<file path="src/skt_pkg.sv">
`timescale 1ns / 1ps
// ----------------------------------------------------------------------------
// skt_pkg
// Shared types and constants of the scalar Kalman tracker.
// ----------------------------------------------------------------------------
package skt_pkg;

  parameter int unsigned GainFracBits = 16;
  parameter int unsigned ValW         = 32;
  parameter int unsigned GainOutW     = 17;
  parameter int unsigned StatusW      = 2;
  parameter int unsigned CfgIdxW      = 8;

  // register indexes
  parameter logic [CfgIdxW-1:0] CfgProcNoise = 8'd0;
  parameter logic [CfgIdxW-1:0] CfgMeasNoise = 8'd1;
  parameter logic [CfgIdxW-1:0] CfgInitEst   = 8'd2;
  parameter logic [CfgIdxW-1:0] CfgInitCov   = 8'd3;

  // register reset values
  parameter logic [ValW-1:0] ProcNoiseRst = 32'h0001_0000;
  parameter logic [ValW-1:0] MeasNoiseRst = 32'h0001_0000;
  parameter logic [ValW-1:0] InitEstRst   = 32'h0000_0000;
  parameter logic [ValW-1:0] InitCovRst   = 32'h0001_0000;

  typedef enum logic [StatusW-1:0] {
    StOk      = 2'd0,
    StZeroDen = 2'd1,
    StCovSat  = 2'd2
  } status_e;

  typedef struct packed {
    logic capture;
    logic psum;
    logic dsum;
    logic nsum;
    logic div_step;
    logic gsel;
    logic mest;
    logic mcov;
    logic commit;
  } cmd_t;

  typedef struct packed {
    logic div_last;
  } sts_t;

endpackage

</file>
<file path="src/skt_intf.sv">
`timescale 1ns / 1ps
// ----------------------------------------------------------------------------
// skt_intf
// Measurement, result and register write channels of the Kalman tracker.
// ----------------------------------------------------------------------------
interface skt_meas_if;
  logic                            valid;
  logic                            ready;
  logic signed [skt_pkg::ValW-1:0] measurement;
  logic                            restart;
  logic                            last_sample;

  modport source (output valid, output measurement, output restart, output last_sample,
                  input ready);
  modport sink   (input valid, input measurement, input restart, input last_sample,
                  output ready);
endinterface

interface skt_res_if;
  logic                               valid;
  logic                               ready;
  logic signed [skt_pkg::ValW-1:0]    estimate;
  logic [skt_pkg::GainOutW-1:0]       gain;
  logic [skt_pkg::StatusW-1:0]        status;
  logic                               last_result;

  modport source (output valid, output estimate, output gain, output status,
                  output last_result, input ready);
  modport sink   (input valid, input estimate, input gain, input status,
                  input last_result, output ready);
endinterface

interface skt_cfg_if;
  logic                         valid;
  logic                         ready;
  logic [skt_pkg::CfgIdxW-1:0]  index;
  logic [skt_pkg::ValW-1:0]     data;

  modport source (output valid, output index, output data, input ready);
  modport sink   (input valid, input index, input data, output ready);
endinterface

</file>
<file path="src/scalar_kalman_tracker.sv">
`timescale 1ns / 1ps
// ----------------------------------------------------------------------------
// scalar_kalman_tracker
// One-dimensional fixed-point Kalman tracker, one result beat per measurement.
// ----------------------------------------------------------------------------
// Each measurement beat adds the process noise to the covariance (saturating),
// forms the gain p/(p+r), blends the estimate towards the measurement and
// shrinks the covariance. One beat is worked on at a time: a beat is taken,
// and the next beat can be taken once its result is ready. The restoring
// divider forms the gain one quotient bit per cycle. The result sits in
// an output register, so a new measurement is taken while a finished
// result waits. Register writes are always ready and should only be made
// while idle.
// ----------------------------------------------------------------------------
module scalar_kalman_tracker #(
  parameter int unsigned GAIN_FRAC_BITS = skt_pkg::GainFracBits
) (
  input  logic      clk_i,
  input  logic      rst_ni,
  skt_meas_if.sink  meas_i,
  skt_res_if.source res_o,
  skt_cfg_if.sink   cfg_i
);

  skt_pkg::cmd_t cmd;
  skt_pkg::sts_t sts;

  assign cfg_i.ready = 1'b1;

  skt_ctrl u_ctrl (
    .clk_i       (clk_i),
    .rst_ni      (rst_ni),
    .in_valid_i  (meas_i.valid),
    .in_ready_o  (meas_i.ready),
    .out_valid_o (res_o.valid),
    .out_ready_i (res_o.ready),
    .sts_i       (sts),
    .cmd_o       (cmd)
  );

  skt_dp #(
    .GAIN_FRAC_BITS (GAIN_FRAC_BITS)
  ) u_dp (
    .clk_i      (clk_i),
    .rst_ni     (rst_ni),
    .cfg_we_i   (cfg_i.valid),
    .cfg_idx_i  (cfg_i.index),
    .cfg_data_i (cfg_i.data),
    .meas_i     (meas_i.measurement),
    .restart_i  (meas_i.restart),
    .last_i     (meas_i.last_sample),
    .cmd_i      (cmd),
    .sts_o      (sts),
    .estimate_o (res_o.estimate),
    .gain_o     (res_o.gain),
    .status_o   (res_o.status),
    .last_o     (res_o.last_result)
  );

endmodule

</file>
<file path="src/skt_ctrl.sv">
`timescale 1ns / 1ps
// ----------------------------------------------------------------------------
// skt_ctrl
// Sequencer of the tracker: steps the datapath through one update per beat.
// ----------------------------------------------------------------------------
module skt_ctrl (
  input  logic           clk_i,
  input  logic           rst_ni,
  input  logic           in_valid_i,
  output logic           in_ready_o,
  output logic           out_valid_o,
  input  logic           out_ready_i,
  input  skt_pkg::sts_t  sts_i,
  output skt_pkg::cmd_t  cmd_o
);

  typedef enum logic [8:0] {
    StIdle = 9'b000000001,
    StPsum = 9'b000000010,
    StDsum = 9'b000000100,
    StNsum = 9'b000001000,
    StDiv  = 9'b000010000,
    StGsel = 9'b000100000,
    StMest = 9'b001000000,
    StMcov = 9'b010000000,
    StDone = 9'b100000000
  } state_e;

  state_e state_q, state_d;
  logic   out_valid_q, out_valid_d;
  logic   out_free;

  assign out_free    = !out_valid_q || out_ready_i;
  assign in_ready_o  = (state_q == StIdle);
  assign out_valid_o = out_valid_q;

  always_comb begin
    state_d = state_q;
    cmd_o   = '0;
    case (state_q)
      StIdle: begin
        if (in_valid_i) begin
          cmd_o.capture = 1'b1;
          state_d       = StPsum;
        end
      end
      StPsum: begin
        cmd_o.psum = 1'b1;
        state_d    = StDsum;
      end
      StDsum: begin
        cmd_o.dsum = 1'b1;
        state_d    = StNsum;
      end
      StNsum: begin
        cmd_o.nsum = 1'b1;
        state_d    = StDiv;
      end
      StDiv: begin
        cmd_o.div_step = 1'b1;
        if (sts_i.div_last) begin
          state_d = StGsel;
        end
      end
      StGsel: begin
        cmd_o.gsel = 1'b1;
        state_d    = StMest;
      end
      StMest: begin
        cmd_o.mest = 1'b1;
        state_d    = StMcov;
      end
      StMcov: begin
        cmd_o.mcov = 1'b1;
        state_d    = StDone;
      end
      StDone: begin
        if (out_free) begin
          cmd_o.commit = 1'b1;
          state_d      = StIdle;
        end
      end
      default: begin
        state_d = StIdle;
      end
    endcase
  end

  always_comb begin
    out_valid_d = out_valid_q;
    if (out_valid_q && out_ready_i) begin
      out_valid_d = 1'b0;
    end
    if (cmd_o.commit) begin
      out_valid_d = 1'b1;
    end
  end

  always_ff @(posedge clk_i or negedge rst_ni) begin
    if (!rst_ni) begin
      state_q     <= StIdle;
      out_valid_q <= 1'b0;
    end else begin
      state_q     <= state_d;
      out_valid_q <= out_valid_d;
    end
  end

endmodule

</file>
<file path="src/skt_dp.sv">
`timescale 1ns / 1ps
// ----------------------------------------------------------------------------
// skt_dp
// Datapath of the tracker: registers, covariance sums, serial gain divider,
// estimate and covariance multipliers, result register.
// ----------------------------------------------------------------------------
module skt_dp #(
  parameter int unsigned GAIN_FRAC_BITS = skt_pkg::GainFracBits
) (
  input  logic                               clk_i,
  input  logic                               rst_ni,
  // register writes
  input  logic                               cfg_we_i,
  input  logic [skt_pkg::CfgIdxW-1:0]        cfg_idx_i,
  input  logic [skt_pkg::ValW-1:0]           cfg_data_i,
  // input beat
  input  logic signed [skt_pkg::ValW-1:0]    meas_i,
  input  logic                               restart_i,
  input  logic                               last_i,
  // control
  input  skt_pkg::cmd_t                      cmd_i,
  output skt_pkg::sts_t                      sts_o,
  // result beat
  output logic signed [skt_pkg::ValW-1:0]    estimate_o,
  output logic [skt_pkg::GainOutW-1:0]       gain_o,
  output logic [skt_pkg::StatusW-1:0]        status_o,
  output logic                               last_o
);

  localparam int unsigned G    = GAIN_FRAC_BITS;
  localparam int unsigned QW   = G + 1;
  localparam int unsigned NumW = G + 33;
  localparam int unsigned CntW = $clog2(QW);
  localparam int unsigned PeW  = 34 + QW;
  localparam int unsigned PcW  = 32 + QW;
  localparam int unsigned GrW  = G + 18;

  localparam logic [QW-1:0]   OneG  = QW'(1) << G;
  localparam logic [PeW-1:0]  HalfE = PeW'(1) << (G - 1);
  localparam logic [PcW-1:0]  HalfC = PcW'(1) << (G - 1);
  localparam logic [GrW-1:0]  HalfR = GrW'(1) << (G - 1);
  localparam logic [CntW-1:0] CntLast = CntW'(G);

  // configuration
  logic [31:0] qn_q, rn_q, init_est_q, init_cov_q;
  // filter state
  logic [31:0] est_q, cov_q;
  // per-item working registers
  logic signed [31:0]     meas_q;
  logic                   last_q;
  logic [31:0]            p_q;
  logic                   sat_q;
  logic [32:0]            den_q;
  logic                   zden_q;
  logic [32:0]            rem_q;
  logic [QW-1:0]          nlo_q;
  logic [QW-1:0]          quo_q;
  logic [CntW-1:0]        cnt_q;
  logic [QW-1:0]          g_q;
  logic [QW-1:0]          omg_q;
  logic signed [32:0]     diff_q;
  logic signed [PeW-1:0]  prod_est_q;
  logic [PcW-1:0]         prod_cov_q;
  // result register
  logic signed [31:0]     estimate_q;
  logic [16:0]            gain_q;
  skt_pkg::status_e       status_q;
  logic                   last_res_q;

  logic [32:0]            psum;
  logic [NumW-1:0]        num;
  logic [33:0]            shifted;
  logic [33:0]            trial;
  logic                   ge;
  logic [QW-1:0]          g_sel;
  logic signed [PeW-1:0]  rnd_e;
  logic signed [PeW-1:0]  upd_e;
  logic [PcW-1:0]         rnd_c;
  logic [PcW-1:0]         cov_new;
  logic [GrW-1:0]         g_rs;
  logic [31:0]            est_new;
  skt_pkg::status_e       status_new;

  assign psum    = {1'b0, cov_q} + {1'b0, qn_q};
  assign num     = {1'b0, p_q, G'(0)} + NumW'(den_q[32:1]);
  assign shifted = {rem_q, nlo_q[QW-1]};
  assign trial   = shifted - {1'b0, den_q};
  assign ge      = !trial[33];
  assign g_sel   = zden_q ? '0 : ((quo_q > OneG) ? OneG : quo_q);
  assign rnd_e   = prod_est_q + $signed(HalfE);
  assign upd_e   = rnd_e >>> G;
  assign est_new = est_q + upd_e[31:0];
  assign rnd_c   = prod_cov_q + HalfC;
  assign cov_new = rnd_c >> G;
  assign g_rs    = (({GrW'(g_q)} << 16) + HalfR) >> G;

  always_comb begin
    if (zden_q) begin
      status_new = skt_pkg::StZeroDen;
    end else if (sat_q) begin
      status_new = skt_pkg::StCovSat;
    end else begin
      status_new = skt_pkg::StOk;
    end
  end

  assign sts_o.div_last = (cnt_q == CntLast);

  // registers and filter state
  always_ff @(posedge clk_i or negedge rst_ni) begin
    if (!rst_ni) begin
      qn_q       <= skt_pkg::ProcNoiseRst;
      rn_q       <= skt_pkg::MeasNoiseRst;
      init_est_q <= skt_pkg::InitEstRst;
      init_cov_q <= skt_pkg::InitCovRst;
      est_q      <= '0;
      cov_q      <= '0;
    end else begin
      if (cfg_we_i) begin
        case (cfg_idx_i)
          skt_pkg::CfgProcNoise: qn_q       <= cfg_data_i;
          skt_pkg::CfgMeasNoise: rn_q       <= cfg_data_i;
          skt_pkg::CfgInitEst:   init_est_q <= cfg_data_i;
          skt_pkg::CfgInitCov:   init_cov_q <= cfg_data_i;
          default: begin
          end
        endcase
      end
      if (cmd_i.capture && restart_i) begin
        est_q <= init_est_q;
        cov_q <= init_cov_q;
      end
      if (cmd_i.commit) begin
        est_q <= est_new;
        cov_q <= cov_new[31:0];
      end
    end
  end

  // working registers
  always_ff @(posedge clk_i) begin
    if (cmd_i.capture) begin
      meas_q <= meas_i;
      last_q <= last_i;
    end
    if (cmd_i.psum) begin
      p_q   <= psum[32] ? '1 : psum[31:0];
      sat_q <= psum[32];
    end
    if (cmd_i.dsum) begin
      den_q <= {1'b0, p_q} + {1'b0, rn_q};
    end
    if (cmd_i.nsum) begin
      rem_q  <= {1'b0, num[NumW-1:QW]};
      nlo_q  <= num[QW-1:0];
      quo_q  <= '0;
      cnt_q  <= '0;
      zden_q <= (den_q == '0);
    end
    if (cmd_i.div_step) begin
      rem_q <= ge ? trial[32:0] : shifted[32:0];
      nlo_q <= nlo_q << 1;
      quo_q <= {quo_q[QW-2:0], ge};
      cnt_q <= cnt_q + CntW'(1);
    end
    if (cmd_i.gsel) begin
      g_q    <= g_sel;
      diff_q <= {meas_q[31], meas_q} - {est_q[31], est_q};
    end
    if (cmd_i.mest) begin
      prod_est_q <= diff_q * $signed({1'b0, g_q});
      omg_q      <= OneG - g_q;
    end
    if (cmd_i.mcov) begin
      prod_cov_q <= PcW'(p_q) * PcW'(omg_q);
    end
    if (cmd_i.commit) begin
      estimate_q <= est_new;
      gain_q     <= g_rs[16:0];
      status_q   <= status_new;
      last_res_q <= last_q;
    end
  end

  assign estimate_o = estimate_q;
  assign gain_o     = gain_q;
  assign status_o   = status_q;
  assign last_o     = last_res_q;

endmodule

</file>
<file path="src/flat_wrapper.sv">
// flat-port wrapper written by rule: the top's interface ports become plain ports
module scalar_kalman_tracker_flat 
#(
  parameter int unsigned GAIN_FRAC_BITS = skt_pkg::GainFracBits
)
  (clk_i, rst_ni, meas_i_valid, meas_i_measurement, meas_i_restart, meas_i_last_sample, meas_i_ready, res_o_valid, res_o_estimate, res_o_gain, res_o_status, res_o_last_result, res_o_ready, cfg_i_valid, cfg_i_index, cfg_i_data, cfg_i_ready);
  skt_meas_if meas_i_i ();
  skt_res_if res_o_i ();
  skt_cfg_if cfg_i_i ();
  input  logic clk_i;
  input  logic rst_ni;
  input wire logic [$bits(meas_i_i.valid)-1:0] meas_i_valid;
  input wire logic [$bits(meas_i_i.measurement)-1:0] meas_i_measurement;
  input wire logic [$bits(meas_i_i.restart)-1:0] meas_i_restart;
  input wire logic [$bits(meas_i_i.last_sample)-1:0] meas_i_last_sample;
  output wire logic [$bits(meas_i_i.ready)-1:0] meas_i_ready;
  output wire logic [$bits(res_o_i.valid)-1:0] res_o_valid;
  output wire logic [$bits(res_o_i.estimate)-1:0] res_o_estimate;
  output wire logic [$bits(res_o_i.gain)-1:0] res_o_gain;
  output wire logic [$bits(res_o_i.status)-1:0] res_o_status;
  output wire logic [$bits(res_o_i.last_result)-1:0] res_o_last_result;
  input wire logic [$bits(res_o_i.ready)-1:0] res_o_ready;
  input wire logic [$bits(cfg_i_i.valid)-1:0] cfg_i_valid;
  input wire logic [$bits(cfg_i_i.index)-1:0] cfg_i_index;
  input wire logic [$bits(cfg_i_i.data)-1:0] cfg_i_data;
  output wire logic [$bits(cfg_i_i.ready)-1:0] cfg_i_ready;
  assign meas_i_i.valid = meas_i_valid;
  assign meas_i_i.measurement = meas_i_measurement;
  assign meas_i_i.restart = meas_i_restart;
  assign meas_i_i.last_sample = meas_i_last_sample;
  assign meas_i_ready = meas_i_i.ready;
  assign res_o_valid = res_o_i.valid;
  assign res_o_estimate = res_o_i.estimate;
  assign res_o_gain = res_o_i.gain;
  assign res_o_status = res_o_i.status;
  assign res_o_last_result = res_o_i.last_result;
  assign res_o_i.ready = res_o_ready;
  assign cfg_i_i.valid = cfg_i_valid;
  assign cfg_i_i.index = cfg_i_index;
  assign cfg_i_i.data = cfg_i_data;
  assign cfg_i_ready = cfg_i_i.ready;
  scalar_kalman_tracker #(.GAIN_FRAC_BITS(GAIN_FRAC_BITS)) u_core (.clk_i(clk_i), .rst_ni(rst_ni), .meas_i(meas_i_i), .res_o(res_o_i), .cfg_i(cfg_i_i));
endmodule
</file>
<file path="config.mk">
export PLATFORM = sky130hd
export DESIGN_NAME = scalar_kalman_tracker_flat
export DESIGN_NICKNAME = d
export VERILOG_FILES = /design/src/skt_pkg.sv /design/src/skt_intf.sv /design/src/scalar_kalman_tracker.sv /design/src/skt_ctrl.sv /design/src/skt_dp.sv /design/src/flat_wrapper.sv
export SDC_FILE = /design/constraint.sdc
export NUM_CORES = 2
export LEC_CHECK = 0
export BUFFER_PORTS_ARGS = -buffer_cell sky130_fd_sc_hd__buf_2
export CORE_ASPECT_RATIO = 1.1
export CORE_MARGIN = 2
export CORE_UTILIZATION = 30
export DETAILED_ROUTE_END_ITERATION = 8
export GPL_TIMING_DRIVEN = 0
export PLACE_DENSITY = 0.53
export SYNTH_ARGS = -nofsm -noshare
export SYNTH_HDL_FRONTEND = slang
export SYNTH_SLANG_ARGS = --single-unit
</file>
<file path="constraint.sdc">
create_clock -name clk_i -period 7.2 [get_ports clk_i]
set_input_delay 0.72 -clock clk_i [delete_from_list [all_inputs] [get_ports clk_i]]
set_output_delay 0.72 -clock clk_i [all_outputs]
set_load 0.02 [all_outputs]
</file>
Yosys cells after proc, flatten, opt, wreduce, memory -nomap -nowiden
Index checks and enable logic that the tools add are counted.
- register bits: 589
- logic and storage cells: 107
- input port bits: 79
- equal/unequal tests: 16
- multiply operators: 2
- add/subtract/negate cells: 11
- reduce and logical (&&, ||, !) cells: 16
- muxes and demuxes: 32
- order comparisons: 1
- operator list (operator ; number):
    32-bit 2-to-1 mux ; 4
    33-bit 2-to-1 mux ; 3
    17-bit 2-to-1 mux ; 5
    9-bit case mux with 9 select lines ; 1
    32-bit by 32-bit adder with 33-bit output ; 2
    48-bit by 32-bit adder with 49-bit output ; 1
    48-bit by 16-bit adder with 48-bit output (second input constant) ; 1
    48-bit by 17-bit adder with 48-bit output (second input constant) ; 1
    32-bit by 17-bit multiplier with 48-bit output ; 1
    33-bit by 18-bit multiplier with 48-bit output ; 1
    34-bit by 33-bit subtractor with 34-bit output ; 1
    33-bit by 16-bit adder with 33-bit output (second input constant) ; 1
    33-bit logical NOT ; 1
    32-bit by 32-bit subtractor with 33-bit output ; 1
    32-bit adder ; 1
    9-bit 2-to-1 mux ; 3
    17-bit greater-than comparator (second input constant) ; 1
    17-bit subtractor (first input constant) ; 1
    8-bit by 2-bit == test with 1-bit output (second input constant) ; 2
    1-bit 2-to-1 mux ; 13
    5-bit 2-to-1 mux ; 2
    9-bit by 1-bit == test with 1-bit output (second input constant) ; 1
    9-bit by 2-bit == test with 1-bit output (second input constant) ; 1
    9-bit by 3-bit == test with 1-bit output (second input constant) ; 1
    20 further kinds ; 28

Depth between registers and ports, before layout
- depth after elaboration: 5
- mapped depth: 26

By module
A second synthesis with hierarchy kept.
- cell total of the unflattened synthesis: 6648
- area total of the unflattened synthesis: 65087.4 um^2
- modules (own cells, without submodules) (module ; times used ; area an instance (um^2) ; cells an instance):
    skt_dp ; 1 ; 64466.8 ; 6583
    skt_ctrl ; 1 ; 609.3 ; 63
    scalar_kalman_tracker ; 1 ; 11.3 ; 2

Least setup slack after synthesis
OpenSTA, ideal clock, no wires.
- path kind: register to register
- from: reg u_core.u_dp.p_q[7]
- to: reg u_core.u_dp.prod_cov_q[42], data pin
- slack: 431 ps
- arrival time: 6511 ps
- cell stages (with the launch flop): 25
- period minus slack after synthesis: 6769 ps
- library setup time: 258 ps
- path through: edfxtp_1 clkbuf_1 nand2_1 fa_1 inv_1 fa_1 inv_1 fa_1 inv_1 fa_1 fa_1 inv_1 fa_1 inv_1 ha_1 a21o_1 a21o_1 a221o_1 a2111oi_2 o21a_1 o31ai_2 a221o_1 a211o_1 a31oi_1 xnor2_1
- longest elaborated chain between the ends: 1
- ends and longest elaborated chain (element ; line ; text):
    start, declared ; skt_dp.sv:51 ; logic [31:0] p_q;
    start signal, assigned ; skt_dp.sv:147 ; p_q <= psum[32] ? '1 : psum[31:0];
    32-bit by 17-bit multiplier with 48-bit output ; skt_dp.sv:175 ; prod_cov_q <= PcW'(p_q) * PcW'(omg_q);
    end signal, assigned ; skt_dp.sv:175 ;
    end, declared ; skt_dp.sv:63 ; logic [PcW-1:0] prod_cov_q;
No other way between the ends.
A chain may end at the register's enable or synchronous reset.

Worst setup path in the final report
- from: reg u_core.u_dp.p_q[5]
- to: reg u_core.u_dp.prod_cov_q[42], data pin
The elaborated chain is that of the path after synthesis.

==> impl_metrics.env <==
export IMPL_skew_ns=0.0664
export IMPL_wirelength_mm=218
export IMPL_first_pass_iters=9
export IMPL_dr_wl_met2_mm=111
export IMPL_slew_headroom_pct=13.0
export IMPL_synth_top_area_cell="fa_1"
export IMPL_cts_root_buf="clkbuf_16"
export IMPL_drt_iter0_markers=3276
export IMPL_path_clk_slew_ns=0.07
export IMPL_crit_top_cell="fa_1"
export IMPL_die_h_um=491
export IMPL_clock_fmax_mhz=139
export IMPL_cts_tree="built"
export IMPL_worstPathArrival_ns=7.57
export IMPL_end_kind="flop"
export IMPL_layout_drive_gt1_share_pct=9.72
export IMPL_synth_cell_types=85
export IMPL_path_cells="buf_6, buf_6, and2_1, fa_2, inv_2, fa_1, inv_2, fa_1, fa_1, fa_1, inv_2, fa_1, inv_2, ha_4, a21o_1, a21o_1, a221o_2, a2111oi_4, o21a_2, o31ai_4, a221o_1, a211o_1, a31oi_1, xnor2_1"
export IMPL_area_growth_pct=12.4
export IMPL_fp_dieW_um=447
export IMPL_layout_common_cells="inv_1 (1245), fa_1 (963), nand2_1 (914)"
export IMPL_hold_viol=0
export IMPL_syn_nets=8050
export IMPL_pin_count=134
export IMPL_initial_core_util_pct=30.2
export IMPL_syn_instance_count=6597
export IMPL_start_kind="flop"
export IMPL_synth_ff_type="edfxtp_1"
export IMPL_wl_per_cell_um=22.2
export IMPL_fin_cells=9827
export IMPL_critPathTopFamily="adder cells"
export IMPL_synth_edf_count=356
export IMPL_antenna_found_initial=19
export IMPL_finish_instance_area_sq_mm=0.0727
export IMPL_drc=2
export IMPL_hold_ws_ns=0.0628
export IMPL_ys_ff_latch=559
export IMPL_hold_path_class="in2async"
export IMPL_clk_latency_ns=0.67
export IMPL_grt_ovfl_total=0
export IMPL_synth_top_cell_area_share_pct=29.9
export IMPL_nNetsFinal=8346
export IMPL_setup_viol=0
export IMPL_synthArstFlopShare_pct=36.1
export IMPL_drv_slew=0
export IMPL_drtAntennaViolNets=0
export IMPL_violations="DRC"
export IMPL_final_common_cell="inv_1"
export IMPL_dpl_hpwl_mm=175
export IMPL_hold_buffers=0
export IMPL_placed_cells=9624
export IMPL_route_top_layer_used="met4"
export IMPL_min_period_ns=7.17
export IMPL_rsz0062_at_grt="true"
export IMPL_tns_ns=0
export IMPL_synth_area_sq_mm=0.0647
export IMPL_vias_per_cell=4.87
export IMPL_drv_cap=0
export IMPL_grtUsageTotal_pct=19.8
export IMPL_num_fill_cells=22000
export IMPL_cp_num_buf_inv=6
export IMPL_worstMarginPinSlew_ns=1.31
export IMPL_fin_crit_sh_pct=99.6
export IMPL_rows=178
export IMPL_design_die_area_sq_mm=0.219
export IMPL_crit_type="reg2reg"
export IMPL_routed_wl_met3_mm=10.8
export IMPL_power_density_mw_per_mm2=368
export IMPL_grt_pass1_vias=50300
export IMPL_worst_ep_required_time_ns=7.59
export IMPL_status="finished, violations left"
export IMPL_cts_max_level=2
export IMPL_numCtsBuffers=58
export IMPL_slowest_stage="fa_2"
export IMPL_drt_met1_wl_mm=83.8
export IMPL_netlist_top_cells_area="fa_1 (30%), edfxtp_1 (17%), ha_1 (7.9%), dfrtp_1 (7.7%), inv_1 (7.2%)"
export IMPL_port_buffers=132
export IMPL_place_congestion=0.952
export IMPL_ys_seq_area_share_pct=24.4
export IMPL_max_vdd_ir_drop_mv=0.911
export IMPL_grt_pass1_wl_mm=324
export IMPL_p_leak_nw=34.5
export IMPL_place_area_sq_mm=0.0693
export IMPL_coreArea_sq_mm=0.214
export IMPL_path_max_fanout=4
export IMPL_avgSynthCellArea_sq_um=9.81
export IMPL_synth_warnings=0
export IMPL_dr_total_vias=47900
export IMPL_clkSinkCount=559
export IMPL_grt_max_degree=114
export IMPL_clock_path_buffers=3
export IMPL_critical_path_max_stage_delay_ns=0.58
through the flow:
stage	worst slack [ns]	total power [mW]	utilization, %
floorplan	0.431	16.5	-
global placement	-1.63	22.2	32.2
detailed placement	-1.64	22.2	32.3
CTS	0.00368	26.4	33.7
global route	-0.127	29.0	33.9
finish	0.0272	26.8	33.9
Yosys cell counts, types with 18 or more instances:
master    number
xor2_1       108
a22o_1        25
nor2_1       172
nand4_1       38
fa_1         966
xnor2_1      201
and2_1       439
nand3_1       84
edfxtp_1     356
and4_1        21
a21o_1       104
and3_1        36
o21a_1        44
a31oi_1       36
a21oi_1      174
nor4_1        22
nor3_1        57
ha_1         408
nand2_1      915
nor2b_1       45
a22oi_1       40
nand2b_1      28
clkbuf_1     252
buf_1         19
dfrtp_1      198
or3_1         18
mux2i_1       39
o21ai_0      126
a211oi_1      20
mux2_2       128
inv_1       1249
o21bai_1      23
report_power, final:
part | leakage (nW) | switching [mW] | internal, mW | total, mW
registers | 6.05 | 0.179 | 4.47 | 4.65
clock network | 0.941 | 1.36 | 1.82 | 3.18
logic | 27.5 | 11.4 | 7.50 | 18.9
total | 34.5 | 13.0 | 13.8 | 26.8
layout make-up:
| class | instances | area [sq um] | area share, % |
|---|---|---|---|
| buffer | 250 | 1240 | 1.70 |
| inverter | 1250 | 4690 | 6.45 |
| timing repair buffer | 263 | 2020 | 2.78 |
| antenna | 5 | 12.5 | 0.0172 |
| tap | 2880 | 3600 | 4.95 |
| multi-input combinational | 4511 | 43400 | 59.7 |
| clock buffer | 80 | 1570 | 2.15 |
| clock inverter | 29 | 407 | 0.559 |
| sequential | 559 | 15800 | 21.7 |
path summary, 6_finish.rpt:
kind	startpoint	end	slack, ns	depth (start not counted)
setup / recovery	u_core.u_dp.p_q[5]$_SDFFCE_PP1P_	u_core.u_dp.prod_cov_q[42]$_DFFE_PP_	0.03	24
hold / removal	rst_ni	u_core.u_ctrl.state_q[5]$_DFFE_PN0P_	0.06	1
setup reg to reg	u_core.u_dp.p_q[5]$_SDFFCE_PP1P_	u_core.u_dp.prod_cov_q[42]$_DFFE_PP_	0.03	24
hold reg to reg	u_core.u_dp.last_q$_DFFE_PP_	u_core.u_dp.last_o$_DFFE_PP_	0.42	0
max in group asynchronous	rst_ni	u_core.u_dp.qn_q[19]$_DFFE_PN0P_	6.09	2
min in group clk_i	meas_i_measurement[28]	u_core.u_dp.meas_q[28]$_DFFE_PP_	0.23	1
flip-flops by register name (all words and copies together), names as in the netlist, 2 cells and up:
| name | cells |
|---|---|
| u_core.u_ctrl.state_q | 9 |
| u_core.u_dp.cnt_q | 5 |
| u_core.u_dp.cov_q | 32 |
| u_core.u_dp.den_q | 33 |
| u_core.u_dp.diff_q | 33 |
| u_core.u_dp.est_q | 32 |
| u_core.u_dp.estimate_o | 32 |
| u_core.u_dp.g_q | 17 |
| u_core.u_dp.gain_o | 17 |
| u_core.u_dp.init_cov_q | 32 |
| u_core.u_dp.init_est_q | 32 |
| u_core.u_dp.meas_q | 32 |
| u_core.u_dp.nlo_q | 17 |
| u_core.u_dp.omg_q | 17 |
| u_core.u_dp.p_q | 32 |
| u_core.u_dp.prod_cov_q | 33 |
| u_core.u_dp.prod_est_q | 33 |
| u_core.u_dp.qn_q | 32 |
| u_core.u_dp.quo_q | 17 |
| u_core.u_dp.rem_q | 33 |
| u_core.u_dp.rn_q | 32 |
| u_core.u_dp.status_o | 2 |
kinds of logic (layout without fill, tap and decap cells):
group	Yosys count	after routing	synth area share [%]
compound gates	736	736	7.65
fa+ha+maj	1374	1374	37.8
mux	167	167	2.83
buf+inv	1527	1872	8.88
other cells	1	6	0.00579
simple gates	1924	1924	14.3
flops	559	559	24.4
xor+xnor	309	309	4.18
per-layer routing:
| layer | track usage (%) | vias up |
|---|---|---|
| met2 | 35.2 | 1493 |
| met4 | 10.1 | 0 |
| met1 | 23.5 | 24500 |
| li1 | - | 21400 |
| met5 | 0 | - |
| met3 | 2.09 | 405 |
repair_timing:
| item | 4_1_cts | 5_1_grt |
|---|---|---|
| setup buffers | 80 | 36 |
| setup endpoints to repair | 54 | 31 |
| pin swaps | 14 | 14 |
| gates resized for setup | 145 | 154 |
Note: power is estimated with default switching activity, not from simulation.
